===== config.mk =====
export PLATFORM = sky130hd
export DESIGN_NAME = bracket_nesting_checker_unit
export DESIGN_NICKNAME = d
export VERILOG_FILES = /design/src/rtl/bnc_pkg.sv /design/src/rtl/bnc_front.sv /design/src/rtl/bnc_queue.sv /design/src/rtl/bnc_back.sv /design/src/rtl/bracket_nesting_checker_unit.sv
export SDC_FILE = /design/constraint.sdc
export NUM_CORES = 1
export LEC_CHECK = 0
export ABC_AREA = 0
export BUFFER_PORTS_ARGS = -buffer_cell sky130_fd_sc_hd__buf_4
export CAP_MARGIN = 40
export CORE_MARGIN = 8
export CORE_UTILIZATION = 55
export CTS_CLUSTER_SIZE = 24
export DETAILED_ROUTE_END_ITERATION = 16
export PLACE_DENSITY = 0.77
export SLEW_MARGIN = 30
export SYNTH_ARGS = -nofsm -noshare
export SYNTH_HDL_FRONTEND = slang
export SYNTH_SLANG_ARGS = --single-unit
export TNS_END_PERCENT = 5

===== constraint.sdc =====
create_clock -name clk -period 6.4 [get_ports clk]
set_clock_uncertainty 0.2 [all_clocks]
set_input_delay 1.28 -clock clk [delete_from_list [all_inputs] [get_ports clk]]
set_output_delay 1.28 -clock clk [all_outputs]
set_load 0.005 [all_outputs]

===== src/rtl/bnc_pkg.sv =====
`timescale 1ns / 1ps
`default_nettype none

package bnc_pkg;

    // Characters that the front end recognizes.
    localparam logic [7:0] CH_OPEN_PAREN  = 8'h28;
    localparam logic [7:0] CH_CLOSE_PAREN = 8'h29;
    localparam logic [7:0] CH_OPEN_SQ     = 8'h5B;
    localparam logic [7:0] CH_CLOSE_SQ    = 8'h5D;
    localparam logic [7:0] CH_OPEN_CURLY  = 8'h7B;
    localparam logic [7:0] CH_CLOSE_CURLY = 8'h7D;
    localparam logic [7:0] CH_OPEN_ANGLE  = 8'h3C;
    localparam logic [7:0] CH_CLOSE_ANGLE = 8'h3E;

    // Closer codes kept on the stack.
    localparam logic [1:0] CODE_PAREN = 2'd0;
    localparam logic [1:0] CODE_SQ    = 2'd1;
    localparam logic [1:0] CODE_CURLY = 2'd2;
    localparam logic [1:0] CODE_ANGLE = 2'd3;

    // Operation kinds passed from the front end to the stack engine.
    localparam logic [1:0] OP_PUSH = 2'd0;
    localparam logic [1:0] OP_POP  = 2'd1;
    localparam logic [1:0] OP_EOL  = 2'd2;

    // Line status codes.
    localparam logic [1:0] ST_OK       = 2'd0;
    localparam logic [1:0] ST_CORRUPT  = 2'd1;
    localparam logic [1:0] ST_OVERFLOW = 2'd2;

    localparam int SCORE_W = 56;
    localparam int COUNT_W = 5;

    typedef struct packed {
        logic [1:0] kind;
        logic [1:0] code;
    } op_t;

    // Handshake between the queue and the stack engine.
    typedef struct packed {
        logic empty;
        op_t  head;
    } q_stat_t;

endpackage

`default_nettype wire


===== src/rtl/bnc_front.sv =====
`timescale 1ns / 1ps
`default_nettype none

module bnc_front (
    input  wire logic         in_valid,
    output logic              in_ready,
    input  wire logic         mode,
    input  wire logic [7:0]   ch,
    input  wire logic         q_full,
    output logic              q_push,
    output bnc_pkg::op_t      q_data
);
    import bnc_pkg::*;

    logic keep;

    // Decode one character beat into a stack operation; other characters drop.
    always_comb
    begin
        q_data.kind = OP_EOL;
        q_data.code = CODE_PAREN;
        keep        = 1'b1;
        if (!mode)
        begin
            unique case (ch)
                CH_OPEN_PAREN:  begin q_data.kind = OP_PUSH; q_data.code = CODE_PAREN; end
                CH_OPEN_SQ:     begin q_data.kind = OP_PUSH; q_data.code = CODE_SQ;    end
                CH_OPEN_CURLY:  begin q_data.kind = OP_PUSH; q_data.code = CODE_CURLY; end
                CH_OPEN_ANGLE:  begin q_data.kind = OP_PUSH; q_data.code = CODE_ANGLE; end
                CH_CLOSE_PAREN: begin q_data.kind = OP_POP;  q_data.code = CODE_PAREN; end
                CH_CLOSE_SQ:    begin q_data.kind = OP_POP;  q_data.code = CODE_SQ;    end
                CH_CLOSE_CURLY: begin q_data.kind = OP_POP;  q_data.code = CODE_CURLY; end
                CH_CLOSE_ANGLE: begin q_data.kind = OP_POP;  q_data.code = CODE_ANGLE; end
                default:        keep = 1'b0;
            endcase
        end
    end

    // Accept whenever the queue has room.
    assign in_ready = !q_full;
    assign q_push   = in_valid && !q_full && keep;

endmodule

`default_nettype wire


===== src/rtl/bnc_queue.sv =====
`timescale 1ns / 1ps
`default_nettype none

module bnc_queue (
    input  wire logic          clk,
    input  wire logic          rst_n,
    input  wire logic          push,
    input  wire bnc_pkg::op_t  push_data,
    output logic               full,
    input  wire logic          pop,
    output bnc_pkg::q_stat_t   stat
);
    import bnc_pkg::*;

    localparam int DEPTH = 4;
    localparam int PTR_W = 2;

    op_t              entry_reg [DEPTH];
    logic [PTR_W-1:0] wr_ptr_reg, wr_ptr_next;
    logic [PTR_W-1:0] rd_ptr_reg, rd_ptr_next;
    logic [PTR_W:0]   count_reg, count_next;

    assign full       = (count_reg == (PTR_W+1)'(DEPTH));
    assign stat.empty = (count_reg == '0);
    assign stat.head  = entry_reg[rd_ptr_reg];

    // Pointer and fill count update.
    always_comb
    begin
        wr_ptr_next = wr_ptr_reg;
        rd_ptr_next = rd_ptr_reg;
        count_next  = count_reg;
        if (push)
        begin
            wr_ptr_next = wr_ptr_reg + 1'b1;
        end
        if (pop)
        begin
            rd_ptr_next = rd_ptr_reg + 1'b1;
        end
        if (push && !pop)
        begin
            count_next = count_reg + 1'b1;
        end
        else if (pop && !push)
        begin
            count_next = count_reg - 1'b1;
        end
    end

    always_ff @(posedge clk or negedge rst_n)
    begin
        if (!rst_n)
        begin
            wr_ptr_reg <= '0;
            rd_ptr_reg <= '0;
            count_reg  <= '0;
        end
        else
        begin
            wr_ptr_reg <= wr_ptr_next;
            rd_ptr_reg <= rd_ptr_next;
            count_reg  <= count_next;
        end
    end

    // Entry storage.
    always_ff @(posedge clk)
    begin
        if (push)
        begin
            entry_reg[wr_ptr_reg] <= push_data;
        end
    end

endmodule

`default_nettype wire


===== src/rtl/bnc_back.sv =====
`timescale 1ns / 1ps
`default_nettype none

module bnc_back #(
    parameter int STACK_DEPTH = 24
) (
    input  wire logic                       clk,
    input  wire logic                       rst_n,
    input  wire bnc_pkg::q_stat_t           q_stat,
    output logic                            q_pop,
    output logic                            out_valid,
    input  wire logic                       out_ready,
    output logic [1:0]                      status,
    output logic [bnc_pkg::SCORE_W-1:0]     completion_score,
    output logic [bnc_pkg::COUNT_W-1:0]     open_count
);
    import bnc_pkg::*;

    localparam int LVL_W = $clog2(STACK_DEPTH + 1);
    localparam int IDX_W = (STACK_DEPTH > 1) ? $clog2(STACK_DEPTH) : 1;

    localparam logic S_RUN  = 1'b0;
    localparam logic S_WALK = 1'b1;

    logic               state_reg, state_next;
    logic [LVL_W-1:0]   level_reg, level_next;
    logic [1:0]         line_st_reg, line_st_next;
    logic [LVL_W-1:0]   walk_reg, walk_next;
    logic [SCORE_W-1:0] score_reg, score_next;

    logic               out_valid_reg, out_valid_next;
    logic [1:0]         out_status_reg, out_status_next;
    logic [SCORE_W-1:0] out_score_reg, out_score_next;
    logic [COUNT_W-1:0] out_count_reg, out_count_next;

    logic [1:0]         stack_reg [STACK_DEPTH];
    logic               stack_we;
    logic [IDX_W-1:0]   stack_wa;
    logic [1:0]         stack_wd;
    logic [LVL_W-1:0]   rd_sel;
    logic [LVL_W-1:0]   rd_lvl;
    logic [1:0]         rd_code;
    logic               out_free;

    // One read port: the top entry while running, the walk position otherwise.
    assign rd_sel  = (state_reg == S_WALK) ? walk_reg : level_reg;
    assign rd_lvl  = rd_sel - 1'b1;
    assign rd_code = stack_reg[rd_lvl[IDX_W-1:0]];

    assign out_free = !out_valid_reg || out_ready;

    // Stack engine and score walk.
    always_comb
    begin
        state_next      = state_reg;
        level_next      = level_reg;
        line_st_next    = line_st_reg;
        walk_next       = walk_reg;
        score_next      = score_reg;
        out_valid_next  = out_valid_reg && !out_ready;
        out_status_next = out_status_reg;
        out_score_next  = out_score_reg;
        out_count_next  = out_count_reg;
        q_pop           = 1'b0;
        stack_we        = 1'b0;
        stack_wa        = level_reg[IDX_W-1:0];
        stack_wd        = q_stat.head.code;

        unique case (state_reg)
            S_RUN:
            begin
                if (!q_stat.empty)
                begin
                    q_pop = 1'b1;
                    unique case (q_stat.head.kind)
                        OP_PUSH:
                        begin
                            if (level_reg < LVL_W'(STACK_DEPTH))
                            begin
                                stack_we   = 1'b1;
                                level_next = level_reg + 1'b1;
                            end
                            else if (line_st_reg == ST_OK)
                            begin
                                line_st_next = ST_OVERFLOW;
                            end
                        end
                        OP_POP:
                        begin
                            if (level_reg != '0 && rd_code == q_stat.head.code)
                            begin
                                level_next = level_reg - 1'b1;
                            end
                            else if (line_st_reg == ST_OK)
                            begin
                                line_st_next = ST_CORRUPT;
                            end
                        end
                        OP_EOL:
                        begin
                            walk_next  = (line_st_reg == ST_OK) ? level_reg : '0;
                            score_next = '0;
                            state_next = S_WALK;
                        end
                        default:
                        begin
                        end
                    endcase
                end
            end
            S_WALK:
            begin
                if (walk_reg != '0)
                begin
                    // score = score * 5 + digit, digit = code + 1
                    score_next = (score_reg << 2) + score_reg
                                 + SCORE_W'(rd_code) + SCORE_W'(1);
                    walk_next  = walk_reg - 1'b1;
                end
                else if (out_free)
                begin
                    out_valid_next  = 1'b1;
                    out_status_next = line_st_reg;
                    out_score_next  = score_reg;
                    out_count_next  = COUNT_W'(level_reg);
                    level_next      = '0;
                    line_st_next    = ST_OK;
                    state_next      = S_RUN;
                end
            end
            default:
            begin
                state_next = S_RUN;
            end
        endcase
    end

    always_ff @(posedge clk or negedge rst_n)
    begin
        if (!rst_n)
        begin
            state_reg     <= S_RUN;
            level_reg     <= '0;
            line_st_reg   <= ST_OK;
            walk_reg      <= '0;
            out_valid_reg <= 1'b0;
        end
        else
        begin
            state_reg     <= state_next;
            level_reg     <= level_next;
            line_st_reg   <= line_st_next;
            walk_reg      <= walk_next;
            out_valid_reg <= out_valid_next;
        end
    end

    // Payload registers.
    always_ff @(posedge clk)
    begin
        score_reg      <= score_next;
        out_status_reg <= out_status_next;
        out_score_reg  <= out_score_next;
        out_count_reg  <= out_count_next;
    end

    // Stack storage.
    always_ff @(posedge clk)
    begin
        if (stack_we)
        begin
            stack_reg[stack_wa] <= stack_wd;
        end
    end

    assign out_valid        = out_valid_reg;
    assign status           = out_status_reg;
    assign completion_score = out_score_reg;
    assign open_count       = out_count_reg;

endmodule

`default_nettype wire


===== src/rtl/bracket_nesting_checker_unit.sv =====
`timescale 1ns / 1ps
`default_nettype none

// Bracket nesting checker. Characters of a line arrive one beat at a time
// (mode 0); an end-of-line beat (mode 1) returns one result with the line's
// status, its base-5 completion score and the count of unclosed brackets, and
// clears the line state. A front end decodes each beat and drops plain
// characters; bracket and end-of-line beats go through a four-entry queue to
// the stack engine, which handles one bracket per cycle outside an end-of-line
// walk, so the input takes one beat per cycle while the queue has room. An
// end-of-line beat occupies the stack engine until its result is loaded: on a
// valid line the score is built by walking the stack one entry per cycle with
// a multiply-by-five accumulate (a corrupted or overflowed line skips the
// walk), then the engine waits for the output register to empty and loads
// the result into it. A result waiting in the output register does not stop
// the engine from taking further bracket beats.

module bracket_nesting_checker_unit #(
    parameter int STACK_DEPTH = 24
) (
    input  wire logic                       clk,
    input  wire logic                       rst_n,
    input  wire logic                       in_valid,
    output logic                            in_ready,
    input  wire logic                       mode,
    input  wire logic [7:0]                 ch,
    output logic                            out_valid,
    input  wire logic                       out_ready,
    output logic [1:0]                      status,
    output logic [bnc_pkg::SCORE_W-1:0]     completion_score,
    output logic [bnc_pkg::COUNT_W-1:0]     open_count
);
    import bnc_pkg::*;

    logic    q_full;
    logic    q_push;
    op_t     q_data;
    logic    q_pop;
    q_stat_t q_stat;

    bnc_front u_front (
        .in_valid (in_valid),
        .in_ready (in_ready),
        .mode     (mode),
        .ch       (ch),
        .q_full   (q_full),
        .q_push   (q_push),
        .q_data   (q_data)
    );

    bnc_queue u_queue (
        .clk       (clk),
        .rst_n     (rst_n),
        .push      (q_push),
        .push_data (q_data),
        .full      (q_full),
        .pop       (q_pop),
        .stat      (q_stat)
    );

    bnc_back #(
        .STACK_DEPTH (STACK_DEPTH)
    ) u_back (
        .clk              (clk),
        .rst_n            (rst_n),
        .q_stat           (q_stat),
        .q_pop            (q_pop),
        .out_valid        (out_valid),
        .out_ready        (out_ready),
        .status           (status),
        .completion_score (completion_score),
        .open_count       (open_count)
    );

endmodule

`default_nettype wire

==> flow_summary.yaml, run 1 <==
logic_synthesis:
  synth.ff_latch_count: 204
  yosysTopAreaCell: "edfxtp_1"
  synth_cells: 968
  synth_area_per_cell_um2: 11.68
  synth.top_cell.area_share_pct: 48.61
  syn-num-nets: 1050
  synth_commonest_cells: "183 x edfxtp_1, 114 x nor2_1, 78 x a21oi_1"
  synth.cell_area_mm2: 0.01131
  ys_seq_area_share_pct: 53.25
  yosysMostFrequentCell: "edfxtp_1"
  yosysWarnings: 0
  synth_cell_types: 72
  synth_area_leaders: "edfxtp_1 49%, ha_1 7.3%, dfrtp_1 4.6%"
  synth_ff_type: "edfxtp_1"
  synth_edf_count: 183
  ys_async_sr_fraction_pct: 10.29
sta:
  max_freq_mhz: 166.5
  hold_viol: 0
  slew_viol_final: 0
  relSlewSlack_pct: 48.88
  grt_setup_unrepaired: "no"
  worst_slew_pin_slew_ns: 0.7668
  fin_crit_sh_pct: 93.83
  setup_viol: 0
  min_period_ns: 6.005
  final.setup.tns_ns: 0
routing:
  vias: 7856
  drt_iter0_drc: 502
  wl_per_cell_um: 18.10
  drcViolationCount: 0
  ant_nets: 0
  dr.pass1.iters: 5
  routed_via_density: 5.911
  wl_um: 24060
placed_design:
  dp.final_hpwl_um: 17780
  port_buffers: 77
  place_congestion: 0.9449
worst_setup_path:
  crit_type: "flip-flop to flip-flop"
  cp_max_fo: 12
  crit_arrival_ns: 6.03
  critPathLaunchType: "flip-flop"
  cp-end-kind: "flip-flop"
  critPathRequiredTime_ns: 6.43
die:
  chipHeight_um: 159.4
  std_cell_rows: 52
  dieArea_mm2: 0.02540
  dieWidth_um: 159.4
  core-area_mm2: 0.02023
  start_util_pct: 55.87
  io_pins: 78
clock_tree:
  clk_pin_slew_ns: 0.06
  cts_tree: "done"
  cts_sinks: 204
  cts_root_buf: "clkbuf_16"
  cts_setup_buffers: 0
  htreeDepth: 1
  cts_buffer_depth: 3
  clock_latency_ns: 0.50
  cts-buffers-inserted: 22
finish:
  regArea_mm2: 0.006021
  fin_nets: 1126
  diodes: 0
  drive_above_1_share_pct: 13.03
  fillers: 1539
  final_util_pct: 63.41
  syn_to_final_growth_pct: 13.48
  multiInputGateArea_mm2: 0.004951
global_routing:
  grt_max_degree: 57
  antenna_found_initial: 0
  grt_usage_pct: 18.38
  grt_pass1_vias: 7770
  grt_pass1_wl_um: 39030
  grt_overflow: 0
hold_path:
  hp-class: "flip-flop to flip-flop"
run_status:
  outcome: "complete, no violations"
run:
  drv_cap: 0
path summary, 6_finish.rpt:
check / startpoint / endpoint / slack (ns) / cells past startpoint
setup reg to reg: u_back.level_reg[1]$_DFFE_PN0P_ / u_back.score_reg[55]$_SDFFCE_PN0P_ / 0.39 / 20
setup / recovery: u_back.level_reg[1]$_DFFE_PN0P_ / u_back.score_reg[55]$_SDFFCE_PN0P_ / 0.39 / 20
min in group asynchronous: rst_n / u_queue.rd_ptr_reg[1]$_DFFE_PN0P_ / 0.47 / 1
hold / removal: u_back.score_reg[54]$_SDFFCE_PN0P_ / u_back.completion_score[54]$_DFFE_PP_ / 0.27 / 0
max in group asynchronous: rst_n / u_back.line_st_reg[0]$_DFFE_PN0P_ / 5.30 / 1
hold reg to reg: u_back.score_reg[54]$_SDFFCE_PN0P_ / u_back.completion_score[54]$_DFFE_PP_ / 0.27 / 0
metrics by stage:
| step | hold slack [ns] | setup slack [ns] | std cells | cell area [um^2] |
|---|---|---|---|---|
| 6_report | 0.2738 | 0.3947 | 1329 | 12830 |
| 3_5_place_dp | 0.2570 | 0.2212 | 1289 | 12080 |
| 3_3_place_gp | 0.2652 | 0.4406 | 1288 | 12070 |
| 4_1_cts | 0.2842 | 0.1893 | 1328 | 12810 |
| 2_1_floorplan | 0.2307 | 0.7571 | 968 | 11310 |
| 5_1_grt | 0.2843 | 0.05724 | 1329 | 12830 |
cell usage in the layout (no fill, tap or decap), types with 11 or more instances in the layout:
cell type and instances:
mux2i_1 12, ha_1 66, o21ai_0 43, nand3_1 22, nand2_1 70, nand4_1 12
xnor2_1 40, buf_4 86, mux4_1 14, a21oi_1 78, o21a_1 13, a21o_1 23
and2_1 11, edfxtp_1 183, nand2b_1 13, xor2_1 14, nor2_1 113, dfrtp_1 21
o21bai_1 13, inv_1 35, clkbuf_16 23, nor3_1 25
cells by family (layout without fill, tap and decap cells):
logic type	Yosys count	count (layout)	synth area share (%)
AO/OA/AOI/OAI	229	229	13.11
AND/OR/NAND/NOR	306	306	12.62
multiplexers	33	33	5.434
XOR/XNOR	56	56	4.471
adder cells (fa/ha/maj)	69	69	7.835
flip-flops	204	204	53.25
buffers and inverters	71	162	3.276
critical path, cell delays in order (launching register included):
cell      delay [ns]
dfrtp_1         0.48
nor2b_1         0.29
a21oi_1         0.07
ha_1            0.29
xnor2_4         0.48
mux4_1          0.62
mux2i_1         0.17
mux2i_1         0.09
o21ai_1         0.32
inv_1           0.09
ha_1            0.27
nor2b_1         0.17
o2111a_1        0.23
o211ai_1        0.13
a2111o_1        0.46
a2111o_1        0.47
a21oi_1         0.29
o41ai_1         0.17
o21ai_0         0.22
and3_1          0.19
nor3_1          0.04
layer usage:
metal | global-route usage, % | share of wire, %
met5 | 0 | 0
met2 | 32.61 | 50
met4 | 8.062 | 3.7
met3 | 3.619 | 5.7
met1 | 21.23 | 41
layout make-up:
type | count | area share [%]
sequential | 204 | 46.93
multi-input combinational | 693 | 38.59
clock inverter | 13 | 1.073
timing repair buffer | 88 | 5.178
tap | 270 | 2.633
inverter | 35 | 1.024
clock buffer | 26 | 4.574
repair_timing:
action,CTS,global route
endpoints found under the setup margin,0,7
hold buffers,0,0
gates resized for setup,0,1
hold endpoints to repair,0,0
Power of run 1 is left out: the tool's default activity adds up to more than one toggle a clock period on the data nets, which glitch-free logic cannot reach.
==> run 2, diff against run 1 <==
--- a/config.mk
+++ b/config.mk
@@ -6,12 +6,12 @@
 export NUM_CORES = 1
 export LEC_CHECK = 0
 export ABC_AREA = 0
-export BUFFER_PORTS_ARGS = -buffer_cell sky130_fd_sc_hd__buf_4
 export CAP_MARGIN = 40
 export CORE_MARGIN = 8
-export CORE_UTILIZATION = 55
+export CORE_UTILIZATION = 60
 export CTS_CLUSTER_SIZE = 24
 export DETAILED_ROUTE_END_ITERATION = 16
+export DONT_BUFFER_PORTS = 1
 export PLACE_DENSITY = 0.77
 export SLEW_MARGIN = 30
 export SYNTH_ARGS = -nofsm -noshare
==> constraint.sdc (replaced) <==
create_clock -name clk -period 6.7 [get_ports clk]
set_clock_uncertainty 0.2 [all_clocks]
set_input_delay 1.34 -clock clk [delete_from_list [all_inputs] [get_ports clk]]
set_output_delay 1.34 -clock clk [all_outputs]
set_load 0.005 [all_outputs]
==> flow_summary.yaml, run 2 (synthesis gave the netlist of run 1 again) <==
run_status:
  outcome: "complete, no violations"
sta:
  slew_viol_final: 0
  max_freq_mhz: 159.3
  min_period_ns: 6.276
  hold_viol: 0
  final.setup.tns_ns: 0
  worst_slew_pin_slew_ns: 0.8397
  fin_crit_sh_pct: 93.67
  grt_setup_unrepaired: "no"
  setup_viol: 0
  relSlewSlack_pct: 43.50
clock_tree:
  htreeDepth: 1
  cts_buffer_depth: 3
  cts_sinks: 204
  cts-buffers-inserted: 22
  clock_latency_ns: 0.52
  cts_tree: "done"
  cts_resized: 0
  cts_root_buf: "clkbuf_16"
  ctsHoldBuffers: 0
  cts_setup_buffers: 0
  clk_pin_slew_ns: 0.06
hold_path:
  hp-class: "flip-flop to flip-flop"
  hp-start: "u_back.line_st_reg[0]$_DFFE_PN0P_"
worst_setup_path:
  cp_slowest_cell: "mux4_1"
  critPathLaunchType: "flip-flop"
  critPathRequiredTime_ns: 6.83
  r2r_cells: 19
  endpoint: "u_back.score_reg[48]$_SDFFCE_PN0P_"
  slowest_delay_ns: 0.63
  cp-startpoint: "u_back.level_reg[0]$_DFFE_PN0P_"
  worstPathCellList: "mux2i_2 -> buf_4 -> ha_1 -> xnor2_2 -> mux4_1 -> mux4_2 -> o21ai_4 -> ha_1 -> fa_1 -> nor2b_1 -> o21ai_0 -> a21boi_0 -> o31ai_1 -> nand2_1 -> a32o_1 -> o211ai_1 -> o21ai_0 -> a41oi_1 -> mux2i_1"
  r2r_start: "u_back.level_reg[0]$_DFFE_PN0P_"
  reg2reg_setup_slack_ns: 0.42
  cp-end-kind: "flip-flop"
  rr_endpoint: "u_back.score_reg[48]$_SDFFCE_PN0P_"
  crit_type: "flip-flop to flip-flop"
  crit_arrival_ns: 6.41
  cp_max_fo: 12
die:
  std_cell_rows: 50
  chipHeight_um: 153.3
  dieArea_mm2: 0.02349
  core-area_mm2: 0.01858
  io_pins: 78
  start_util_pct: 60.85
  dieWidth_um: 153.3
placed_design:
  dpl.cell_count: 1174
  port_buffers: 0
  place_congestion: 0.9213
  dp.final_hpwl_um: 17610
routing:
  wl_per_cell_um: 19.86
  dr.pass1.iters: 7
  routed_via_density: 6.200
  wl_um: 24150
  ant_nets: 0
  drt_iter0_drc: 417
  drcViolationCount: 0
  vias: 7539
global_routing:
  grt.busiest_layer: "met2"
  grt_util_met2_pct: 35.76
  met1_usage_pct: 24.37
  antenna_found_initial: 0
  grt.met3_usage_pct: 3.750
  grt_overflow: 0
  grt_pass1_wl_um: 39180
  grt_max_degree: 50
  grt_usage_pct: 20.35
  grt_pass1_vias: 7613
finish:
  final_common_cell: "edfxtp_1"
  fin_nets: 1048
  syn_to_final_growth_pct: 8.057
  finalNonFillerCells: 1216
  drive_above_1_share_pct: 6.517
  final_cell_mix: "183 x edfxtp_1, 113 x nor2_1, 78 x a21oi_1"
  diodes: 0
run:
  drv_cap: 0
==> run 2: cell count changes in the layout (fill, tap and decap cells not counted), sizes merged <==
cell and delta:
buf -77, bufinv +1, clkinvlp -1
==> run 2: final cells by class <==
type	count	area [um^2]
fillers	1354	6364
flip-flops and latches	204	6021
multi-input cells	693	4933
clock buffers	27	590.6
well taps	234	292.8
clock inverters	13	161.4
inverters	35	131.4
repair buffers	10	86.33
==> run 2: worst min-delay path by stage <==
stage                                             to  slack (ns)  depth (start not counted)
2_1_floorplan  u_back.completion_score[54]$_DFFE_PP_        0.23                          0
3_3_place_gp   u_back.completion_score[54]$_DFFE_PP_        0.26                          0
4_1_cts        u_back.completion_score[54]$_DFFE_PP_        0.28                          0
5_1_grt               u_back.walk_reg[0]$_DFFE_PN0P_        0.29                          0
3_5_place_dp   u_back.completion_score[54]$_DFFE_PP_        0.27                          0
6_report                  u_back.status[0]$_DFFE_PP_        0.28                          0
==> run 2: layer usage <==
metal	part of all wire, %	routed length, um
met1	41	10020
met2	50	12110
met3	5.3	1280
met4	3.1	742
met5	0	0
==> run 2: critical path, delay by kind of cell, from the launching register on <==
| kind | cells | cell delay (ns) |
|---|---|---|
| flip-flops | 1 | 0.58 |
| buffers and inverters | 1 | 0.20 |
| AND/OR/NAND/NOR | 2 | 0.25 |
| adder cells (fa/ha/maj) | 3 | 0.69 |
| multiplexers | 4 | 1.50 |
| AO/OA/AOI/OAI | 8 | 2.07 |
| XOR/XNOR | 1 | 0.61 |
==> run 2: through the flow <==
step	hold slack, ns	area (um^2)	worst slack [ns]	utilization, %
global placement	0.2623	11440	0.7561	61.56
finish	0.2825	12220	0.4239	65.75
floorplan	0.2307	11310	0.9971	-
detailed placement	0.2681	11440	0.5326	61.56
CTS	0.2815	12190	0.4747	65.61
global route	0.2933	12220	0.06210	65.75
Power of run 2 is left out for the same reason.
